## config.mk

```make
export PLATFORM = sky130hd
export DESIGN_NAME = command_frame_builder_crc8_flat
export DESIGN_NICKNAME = d
export VERILOG_FILES = /design/src/hw/rtl/fcb_pkg.sv /design/src/hw/rtl/fcb_in_if.sv /design/src/hw/rtl/fcb_out_if.sv /design/src/hw/rtl/command_frame_builder_crc8.sv /design/src/hw/rtl/fcb_frame_ctrl.sv /design/src/hw/rtl/fcb_out_ser.sv /design/src/flat_wrapper.sv
export SDC_FILE = /design/constraint.sdc
export NUM_CORES = 1
export LEC_CHECK = 0
export ABC_AREA = 1
export BUFFER_PORTS_ARGS = -buffer_cell sky130_fd_sc_hd__buf_4
export CAP_MARGIN = 20
export CORE_UTILIZATION = 52
export DETAILED_ROUTE_END_ITERATION = 10
export PLACE_DENSITY = 0.79
export SLEW_MARGIN = 20
export SYNTH_ARGS = -nofsm -noshare
export SYNTH_HDL_FRONTEND = slang
export SYNTH_HIERARCHICAL = 1
export SYNTH_SLANG_ARGS = --single-unit
```

## constraint.sdc

```tcl
create_clock -name clk -period 9.8 [get_ports clk]
set_input_delay 1.96 -clock clk [delete_from_list [all_inputs] [get_ports clk]]
set_output_delay 1.96 -clock clk [all_outputs]
set_load 0.01 [all_outputs]
```

## src/hw/rtl/fcb_pkg.sv

```systemverilog
`default_nettype none
// ----------------------------------------------------------------------------
// fcb_pkg
// Shared types, opcodes and the crc-8 step for the command frame builder.
// ----------------------------------------------------------------------------
package fcb_pkg;

  localparam logic [1:0] OP_START_HW = 2'd0;
  localparam logic [1:0] OP_START_BL = 2'd1;
  localparam logic [1:0] OP_PARAM    = 2'd2;

  localparam int unsigned MAX_BYTES  = 6;
  localparam logic [15:0] HW_HDR_LEN = 16'd6;
  localparam logic [7:0]  CRC_POLY   = 8'h8C;

  typedef logic [2:0] cnt_t;

  // bytes one item puts on the output, crc byte last when close is set
  typedef struct packed {
    logic [MAX_BYTES-1:0][7:0] bytes;
    cnt_t                      n;
    logic                      close;
  } burst_t;

  typedef struct packed {
    logic   load;
    burst_t burst;
  } ld_req_t;

  // reflected crc-8, one byte
  function automatic logic [7:0] crc8_upd(input logic [7:0] crc, input logic [7:0] b);
    logic [7:0] c;
    c = crc ^ b;
    for (int i = 0; i < 8; i++) begin
      if (c[0]) begin
        c = (c >> 1) ^ CRC_POLY;
      end else begin
        c = c >> 1;
      end
    end
    return c;
  endfunction

endpackage
`default_nettype wire

```

## src/hw/rtl/fcb_in_if.sv

```systemverilog
`default_nettype none
// ----------------------------------------------------------------------------
// fcb_in_if
// Input channel of the frame builder: one command word per handshake.
// ----------------------------------------------------------------------------
interface fcb_in_if;
  logic        valid;
  logic        ready;
  logic [1:0]  op;
  logic [15:0] cmd_code;
  logic [7:0]  device;
  logic [15:0] param_len;
  logic        has_params;
  logic [7:0]  data_byte;

  modport source (output valid, op, cmd_code, device, param_len, has_params, data_byte,
                  input ready);
  modport sink   (input valid, op, cmd_code, device, param_len, has_params, data_byte,
                  output ready);
endinterface
`default_nettype wire

```

## src/hw/rtl/fcb_out_if.sv

```systemverilog
`default_nettype none
// ----------------------------------------------------------------------------
// fcb_out_if
// Result channel of the frame builder: one frame byte per handshake.
// ----------------------------------------------------------------------------
interface fcb_out_if;
  logic       valid;
  logic       ready;
  logic [7:0] out_byte;
  logic       frame_end;
  logic       run_last;

  modport source (output valid, out_byte, frame_end, run_last, input ready);
  modport sink   (input valid, out_byte, frame_end, run_last, output ready);
endinterface
`default_nettype wire

```

## src/hw/rtl/command_frame_builder_crc8.sv

```systemverilog
`default_nettype none
// ----------------------------------------------------------------------------
// command_frame_builder_crc8
// Builds command frames byte by byte with a trailing reflected crc-8.
// ----------------------------------------------------------------------------
// order: a word waits in the input register until the serializer can load it,
//   and the serializer then offers its first byte
// throughput: bytes leave one per cycle through the output serializer while
//   the receiver is ready (start: 3 to 6, parameter: 0 to 2)
// reset: synchronous active-low rst_n clears the pipeline and frame state
// ----------------------------------------------------------------------------
module command_frame_builder_crc8
  import fcb_pkg::*;
(
  input  wire logic clk,
  input  wire logic rst_n,
  fcb_in_if.sink    in_ch,
  fcb_out_if.source out_ch
);

  ld_req_t ld_req;
  logic    load_ok;

  fcb_frame_ctrl u_ctrl (
    .clk     (clk),
    .rst_n   (rst_n),
    .in_ch   (in_ch),
    .load_ok (load_ok),
    .ld_req  (ld_req)
  );

  fcb_out_ser u_ser (
    .clk     (clk),
    .rst_n   (rst_n),
    .ld_req  (ld_req),
    .load_ok (load_ok),
    .out_ch  (out_ch)
  );

endmodule
`default_nettype wire

```

## src/hw/rtl/fcb_frame_ctrl.sv

```systemverilog
`default_nettype none
// ----------------------------------------------------------------------------
// fcb_frame_ctrl
// Input register, frame state and per-word byte burst generation.
// ----------------------------------------------------------------------------
module fcb_frame_ctrl
  import fcb_pkg::*;
(
  input  wire logic    clk,
  input  wire logic    rst_n,
  fcb_in_if.sink       in_ch,
  input  wire logic    load_ok,
  output wire ld_req_t ld_req
);

  logic        item_v_r;
  logic [1:0]  op_r;
  logic [15:0] code_r;
  logic [7:0]  dev_r;
  logic [15:0] plen_r;
  logic        has_r;
  logic [7:0]  data_r;

  logic        frame_open_r, frame_open_nxt;
  logic [15:0] bytes_left_r, bytes_left_nxt;
  logic [7:0]  crc_r, crc_nxt;

  burst_t      burst;
  logic        adv;
  logic        in_take;
  logic [15:0] count;
  logic [15:0] len;
  logic [15:0] left_dec;
  logic [7:0]  c0, c1, c2, c3, c4;

  // words with no bytes retire without waiting for the serializer
  assign adv          = item_v_r && ((burst.n == cnt_t'(0)) || load_ok);
  assign in_ch.ready  = !item_v_r || adv;
  assign in_take      = in_ch.valid && in_ch.ready;
  assign ld_req.load  = adv && (burst.n != cnt_t'(0));
  assign ld_req.burst = burst;

  assign count    = has_r ? plen_r : 16'd0;
  assign len      = HW_HDR_LEN + count;
  assign left_dec = bytes_left_r - 16'd1;

  always_comb begin
    burst          = '0;
    frame_open_nxt = frame_open_r;
    bytes_left_nxt = bytes_left_r;
    crc_nxt        = crc_r;
    c0 = '0; c1 = '0; c2 = '0; c3 = '0; c4 = '0;
    case (op_r)
      OP_START_HW: begin
        burst.bytes[0] = len[15:8];
        burst.bytes[1] = len[7:0];
        burst.bytes[2] = code_r[15:8];
        burst.bytes[3] = code_r[7:0];
        burst.bytes[4] = dev_r;
        c0 = crc8_upd(8'd0, len[15:8]);
        c1 = crc8_upd(c0, len[7:0]);
        c2 = crc8_upd(c1, code_r[15:8]);
        c3 = crc8_upd(c2, code_r[7:0]);
        c4 = crc8_upd(c3, dev_r);
        if (count == 16'd0) begin
          burst.bytes[5] = c4;
          burst.n        = cnt_t'(6);
          burst.close    = 1'b1;
          frame_open_nxt = 1'b0;
          bytes_left_nxt = 16'd0;
          crc_nxt        = 8'd0;
        end else begin
          burst.n        = cnt_t'(5);
          frame_open_nxt = 1'b1;
          bytes_left_nxt = count;
          crc_nxt        = c4;
        end
      end
      OP_START_BL: begin
        burst.bytes[0] = code_r[7:0];
        burst.bytes[1] = plen_r[15:8];
        burst.bytes[2] = plen_r[7:0];
        c0 = crc8_upd(8'd0, code_r[7:0]);
        c1 = crc8_upd(c0, plen_r[15:8]);
        c2 = crc8_upd(c1, plen_r[7:0]);
        if (count == 16'd0) begin
          burst.bytes[3] = c2;
          burst.n        = cnt_t'(4);
          burst.close    = 1'b1;
          frame_open_nxt = 1'b0;
          bytes_left_nxt = 16'd0;
          crc_nxt        = 8'd0;
        end else begin
          burst.n        = cnt_t'(3);
          frame_open_nxt = 1'b1;
          bytes_left_nxt = count;
          crc_nxt        = c2;
        end
      end
      OP_PARAM: begin
        // stray bytes with no open frame are dropped
        if (frame_open_r && (bytes_left_r != 16'd0)) begin
          burst.bytes[0] = data_r;
          c0             = crc8_upd(crc_r, data_r);
          bytes_left_nxt = left_dec;
          if (left_dec == 16'd0) begin
            burst.bytes[1] = c0;
            burst.n        = cnt_t'(2);
            burst.close    = 1'b1;
            frame_open_nxt = 1'b0;
            crc_nxt        = 8'd0;
          end else begin
            burst.n = cnt_t'(1);
            crc_nxt = c0;
          end
        end
      end
      default: begin
        burst = '0;
      end
    endcase
  end

  always_ff @(posedge clk) begin
    if (!rst_n) begin
      item_v_r     <= 1'b0;
      frame_open_r <= 1'b0;
      bytes_left_r <= '0;
      crc_r        <= '0;
    end else begin
      if (in_take) begin
        item_v_r <= 1'b1;
      end else if (adv) begin
        item_v_r <= 1'b0;
      end
      if (adv) begin
        frame_open_r <= frame_open_nxt;
        bytes_left_r <= bytes_left_nxt;
        crc_r        <= crc_nxt;
      end
    end
  end

  always_ff @(posedge clk) begin
    if (in_take) begin
      op_r   <= in_ch.op;
      code_r <= in_ch.cmd_code;
      dev_r  <= in_ch.device;
      plen_r <= in_ch.param_len;
      has_r  <= in_ch.has_params;
      data_r <= in_ch.data_byte;
    end
  end

endmodule
`default_nettype wire

```

## src/hw/rtl/fcb_out_ser.sv

```systemverilog
`default_nettype none
// ----------------------------------------------------------------------------
// fcb_out_ser
// Result register: holds one byte burst and sends it a byte per cycle while the receiver is ready.
// ----------------------------------------------------------------------------
module fcb_out_ser
  import fcb_pkg::*;
(
  input  wire logic    clk,
  input  wire logic    rst_n,
  input  wire ld_req_t ld_req,
  output logic         load_ok,
  fcb_out_if.source    out_ch
);

  burst_t burst_r;
  cnt_t   idx_r;
  logic   busy_r;
  logic   last;
  logic   take;

  assign last    = (idx_r == (burst_r.n - cnt_t'(1)));
  assign take    = busy_r && out_ch.ready;
  // a new burst may load in the cycle the last byte leaves
  assign load_ok = !busy_r || (take && last);

  assign out_ch.valid     = busy_r;
  assign out_ch.out_byte  = burst_r.bytes[idx_r];
  assign out_ch.run_last  = last;
  assign out_ch.frame_end = last && burst_r.close;

  always_ff @(posedge clk) begin
    if (!rst_n) begin
      busy_r <= 1'b0;
      idx_r  <= '0;
    end else begin
      if (ld_req.load) begin
        busy_r <= 1'b1;
        idx_r  <= '0;
      end else if (take) begin
        if (last) begin
          busy_r <= 1'b0;
        end else begin
          idx_r <= idx_r + cnt_t'(1);
        end
      end
    end
  end

  always_ff @(posedge clk) begin
    if (ld_req.load) begin
      burst_r <= ld_req.burst;
    end
  end

endmodule
`default_nettype wire

```

## src/flat_wrapper.sv

```systemverilog
// flat-port wrapper written by rule: the top's interface ports become plain ports
module command_frame_builder_crc8_flat import fcb_pkg::*;
  (clk, rst_n, in_ch_valid, in_ch_op, in_ch_cmd_code, in_ch_device, in_ch_param_len, in_ch_has_params, in_ch_data_byte, in_ch_ready, out_ch_valid, out_ch_out_byte, out_ch_frame_end, out_ch_run_last, out_ch_ready);
  fcb_in_if in_ch_i ();
  fcb_out_if out_ch_i ();
  input  wire logic clk;
  input  wire logic rst_n;
  input wire logic [$bits(in_ch_i.valid)-1:0] in_ch_valid;
  input wire logic [$bits(in_ch_i.op)-1:0] in_ch_op;
  input wire logic [$bits(in_ch_i.cmd_code)-1:0] in_ch_cmd_code;
  input wire logic [$bits(in_ch_i.device)-1:0] in_ch_device;
  input wire logic [$bits(in_ch_i.param_len)-1:0] in_ch_param_len;
  input wire logic [$bits(in_ch_i.has_params)-1:0] in_ch_has_params;
  input wire logic [$bits(in_ch_i.data_byte)-1:0] in_ch_data_byte;
  output wire logic [$bits(in_ch_i.ready)-1:0] in_ch_ready;
  output wire logic [$bits(out_ch_i.valid)-1:0] out_ch_valid;
  output wire logic [$bits(out_ch_i.out_byte)-1:0] out_ch_out_byte;
  output wire logic [$bits(out_ch_i.frame_end)-1:0] out_ch_frame_end;
  output wire logic [$bits(out_ch_i.run_last)-1:0] out_ch_run_last;
  input wire logic [$bits(out_ch_i.ready)-1:0] out_ch_ready;
  assign in_ch_i.valid = in_ch_valid;
  assign in_ch_i.op = in_ch_op;
  assign in_ch_i.cmd_code = in_ch_cmd_code;
  assign in_ch_i.device = in_ch_device;
  assign in_ch_i.param_len = in_ch_param_len;
  assign in_ch_i.has_params = in_ch_has_params;
  assign in_ch_i.data_byte = in_ch_data_byte;
  assign in_ch_ready = in_ch_i.ready;
  assign out_ch_valid = out_ch_i.valid;
  assign out_ch_out_byte = out_ch_i.out_byte;
  assign out_ch_frame_end = out_ch_i.frame_end;
  assign out_ch_run_last = out_ch_i.run_last;
  assign out_ch_i.ready = out_ch_ready;
  command_frame_builder_crc8 u_core (.clk(clk), .rst_n(rst_n), .in_ch(in_ch_i), .out_ch(out_ch_i));
endmodule
```

==> results by group <==
Clock network
  – Root buffer cell: sky130_fd_sc_hd__clkbuf_16
  – Buffer count from post-CTS setup fixing: 0
  – Hold-fix buffers at CTS: 0
  – Number of buffers inserted during clock tree synthesis: 17
  – Total clock sinks: 133
  – Clock tree buffer depth: 2
  – CTS tree: built
  – Quantity of gates resized following cts: 0
  – Clock latency on the worst-skew pair: between 0.4 and 0.5 ns
  – CTS H-tree lvls: 4
  – Clock Pin Slew Worst Setup and Hold Paths: about 0.060 ns

Power and ir drop
  – Overall power of the completed layout: 3.14 mW
  – Pwr/cell area: roughly 290 mW/mm²
  – Static Leak: between 4 and 5 nW
  – Largest vdd supply drop: approximately 0.00022 V

Synth
  – Top cell type by total area after synthesis: sky130_fd_sc_hd__edfxtp_1
  – Leading cell types by total area after synthesis: sky130_fd_sc_hd__edfxtp_1 32%, sky130_fd_sc_hd__nand2_1 13%, sky130_fd_sc_hd__nand3_1 6.4%
  – Top flip-flop cell by instance count after synthesis: sky130_fd_sc_hd__edfxtp_1
  – Instance count of the mapped netlist: 1251
  – Distinct cells, synth: 51
  – Yosys top cell area share: 0.322
  – Portion of the post-synthesis area used by sequential elements: 0.385
  – Mapped Avg Cell Area: between 7 and 8 µm²
  – Yosys warning total: 6
  – Synth Register Bits: between 100 and 150
  – Synthesized Nets: 1316
  – Number of enable-type register cells in the synthesized netlist: about 100
  – Fraction of registers with async set/reset: 0
  – Cell area after synthesis: around 0.0096 mm²

Floorplan
  – Core Footprint: ~0.018 mm²
  – Effective utilization at floorplan: 0.532
  – Die X-Extent: approximately 140 µm
  – Die Ht: between 100 and 150 µm
  – Die Area: between 0.015 and 0.02 mm²
  – I/O pin count: between 60 and 70
  – Row cnt: 49

Timing
  – Post-route worst setup slack: 3.92 ns
  – Slew of the pin with the lowest slew margin: 0.982 ns
  – Max-slew violation count: 0
  – Maximum operating frequency: between 150 and 200 MHz
  – Final clock period utilization by the worst path: 0.600
  – Final critical delay including setup and external delays: between 5 and 6 ns
  – Unrepaired setup endpoints after global routing: false
  – Final Hold Viols: 0
  – Worst-case clock skew: between 0.01 and 0.015 ns
  – Final count of negative-setup-slack endpoints: 0
  – Total Neg Setup Slack: 0 ns
  – Worst slew margin relative to its limit: 0.345

Setup path
  – Setup crit end kind: primary output
  – Register-to-register setup slack: around 4.7 ns
  – CP most frequent cell: sky130_fd_sc_hd__inv_1
  – Register-to-Register Path Depth: 35
  – Largest incremental delay on the critical path: around 0.63 ns
  – Worst-path fanout max: 23
  – Data arrival at the endpoint of the critical path: 3.92 ns
  – CP max stage cell: sky130_fd_sc_hd__ha_1
  – Cells traversed along the worst timing path: inv_1 -> ha_1 -> clkinv_1 -> nor2_1 -> nand3_1 -> inv_1 -> nor2_1 -> inv_1 -> o21ai_0 -> nand2_1 -> nand3_1 -> buf_4
  – Critical path class: reg -> out
  – Required @ worst endpoint: 7.84 ns
  – Startpoint type of the worst setup path: register

Route
  – Met3 wirelength from detailed routing: 2130 µm
  – Met2 wirelength from detailed routing: 12200 µm
  – DR pass1 iterations: 7
  – Ratio of routed vias to standard cells: around 5.6
  – Total wire length: between 20000 and 30000 µm
  – Top Layer Used: met4
  – DR vias: ~8700
  – Count of nets left with antenna violations after detail routing: 0
  – Met1 wire length: between 10000 and 15000 µm
  – Iter 0 DRT Violations: around 980
  – Routed length per placed instance: about 17 µm
  – Count of unresolved DRC violations after routing: 0

Global route
  – GRT Overall Usage: 0.294
  – Number of antenna violations at the first check in global routing: 0
  – Via count of the first global-routing pass: 7931
  – Wire length of the first global-routing pass: about 41000 µm
  – Grt ovf: 0
  – Largest net degree at the start of global routing: 55

Job
  – Maximum capacitance violations: 0

Final layout
  – Antenna Cells: 0
  – Util after Layout: 0.599
  – Storage cell area: roughly 0.0037 mm²
  – Proportion of layout cells with a drive suffix above 1: 0.168
  – Filler Cell Count: between 1500 and 2000
  – Area of combinational cells with multiple inputs: roughly 0.0052 mm²
  – Area delta synth->final: 12.6%
  – Net total in the final layout: 1374

Placed design
  – Post-place setup slack: around 4.4 ns
  – Weighted congestion at the end of routability-driven global placement: 0.998
  – Post-detail-place hpwl: 20700 µm
  – Port Buf Inserts: 66

Outcome
  – Status: finished clean

Min path
  – Worst Hold Depth: 2
  – Worst min path class: reg -> reg
layout by cell type, fill, tap and decap left out, drive strengths merged:
master	synthesis	layout
o21a	8	8
xnor3	3	3
a31oi	11	11
nand3	141	141
o211ai	1	1
xnor2	44	44
nand2	413	413
nor4b	1	1
o221a	2	2
a21oi	59	59
nor3	8	8
o22ai	24	24
clkinvlp	0	3
a221oi	3	3
mux2i	8	8
clkinv	2	6
nor4	2	2
or2	1	1
edfxtp	103	103
buf	14	68
nand4	7	7
nand3b	6	6
dfxtp	30	30
o21ai	55	55
a211oi	2	2
inv	138	146
nor2	81	81
xor2	58	58
clkbuf	15	17
ha	10	10
or4	1	1
worst paths after layout:
check / to / startpoint
setup / recovery: in_ch_ready / u_core/u_ctrl/op_r[0]
hold / removal: u_core/u_ctrl/bytes_left_r[13] / u_core/u_ctrl/bytes_left_r[13]
setup reg to reg: u_core/u_ser/burst_r[46] / u_core/u_ctrl/has_r
hold reg to reg: u_core/u_ctrl/bytes_left_r[13] / u_core/u_ctrl/bytes_left_r[13]
Yosys cell counts, drive strengths merged, types with 2 or more instances:
library cell,instances
xor2,58
o21a,8
o221a,2
ha,10
dfxtp,30
xnor3,3
clkbuf,15
a31oi,11
a221oi,3
mux2i,8
buf,14
a211oi,2
nor3,8
nand4,7
o22ai,24
nand3,141
inv,138
nor4,2
xnor2,44
a21oi,59
o21ai,55
nand2,413
nand3b,6
nor2,81
clkinv,2
edfxtp,103
final cells by class:
type	count	area share
inverters	140	0.0491
multi-input cells	949	0.483
flip-flops and latches	133	0.342
clock buffers	17	0.0394
clock inverters	15	0.0127
well taps	229	0.0265
repair buffers	68	0.0473
critical path, delay by kind of cell (launching register included):
family          cells  cell delay, ns
fa+ha+maj           1            0.63
compound gates      1            0.10
flops               1            0.46
simple gates        5            1.19
buf+inv             5            1.10
metrics by stage:
stage | instance area (µm²) | cells | hold WS [ns]
final | 10800 | 1551 | 0.511
after global routing | 10800 | 1551 | 0.539
after CTS | 10800 | 1551 | 0.514
after detailed placement | 10200 | 1519 | 0.503
after global placement | 10200 | 1519 | 0.494
after floorplan | 9590 | 1251 | 0.459
per-layer routing:
metal | vias up | track usage
met2 | 366 | 0.469
met4 | 0 | 0.0960
met3 | 59 | 0.0552
li1 | 4249 | -
met1 | 4056 | 0.402
met5 | - | 0
where the power goes:
group / switching [mW] / internal [mW] / leakage [nW]
clock network: 0.279 / 0.335 / 0.270
logic: 1.21 / 0.640 / 3.47
registers: 0.0331 / 0.648 / 1.21
total: 1.52 / 1.62 / 4.94
registers in the layout, indices dropped and copies added, names as in the netlist, 2 cells and up:
name and flops:
u_core/u_ctrl/op_r 2, u_core/u_ser/idx_r 3, u_core/u_ctrl/code_r 16, u_core/u_ctrl/crc_r 8, u_core/u_ser/burst_r 52, u_core/u_ctrl/dev_r 8, u_core/u_ctrl/plen_r 16, u_core/u_ctrl/data_r 8
u_core/u_ctrl/bytes_left_r 16
kinds of logic (layout without fill, tap and decap cells):
logic type | count (synthesis) | in the layout | synth area share
buffers and inverters | 169 | 240 | 0.0720
XOR/XNOR | 105 | 105 | 0.102
flip-flops | 133 | 133 | 0.385
AO/OA/AOI/OAI | 165 | 165 | 0.0964
adder cells (fa/ha/maj) | 10 | 10 | 0.0130
AND/OR/NAND/NOR | 661 | 661 | 0.323
multiplexers | 8 | 8 | 0.00835
Power figures use the tool's default switching activity.
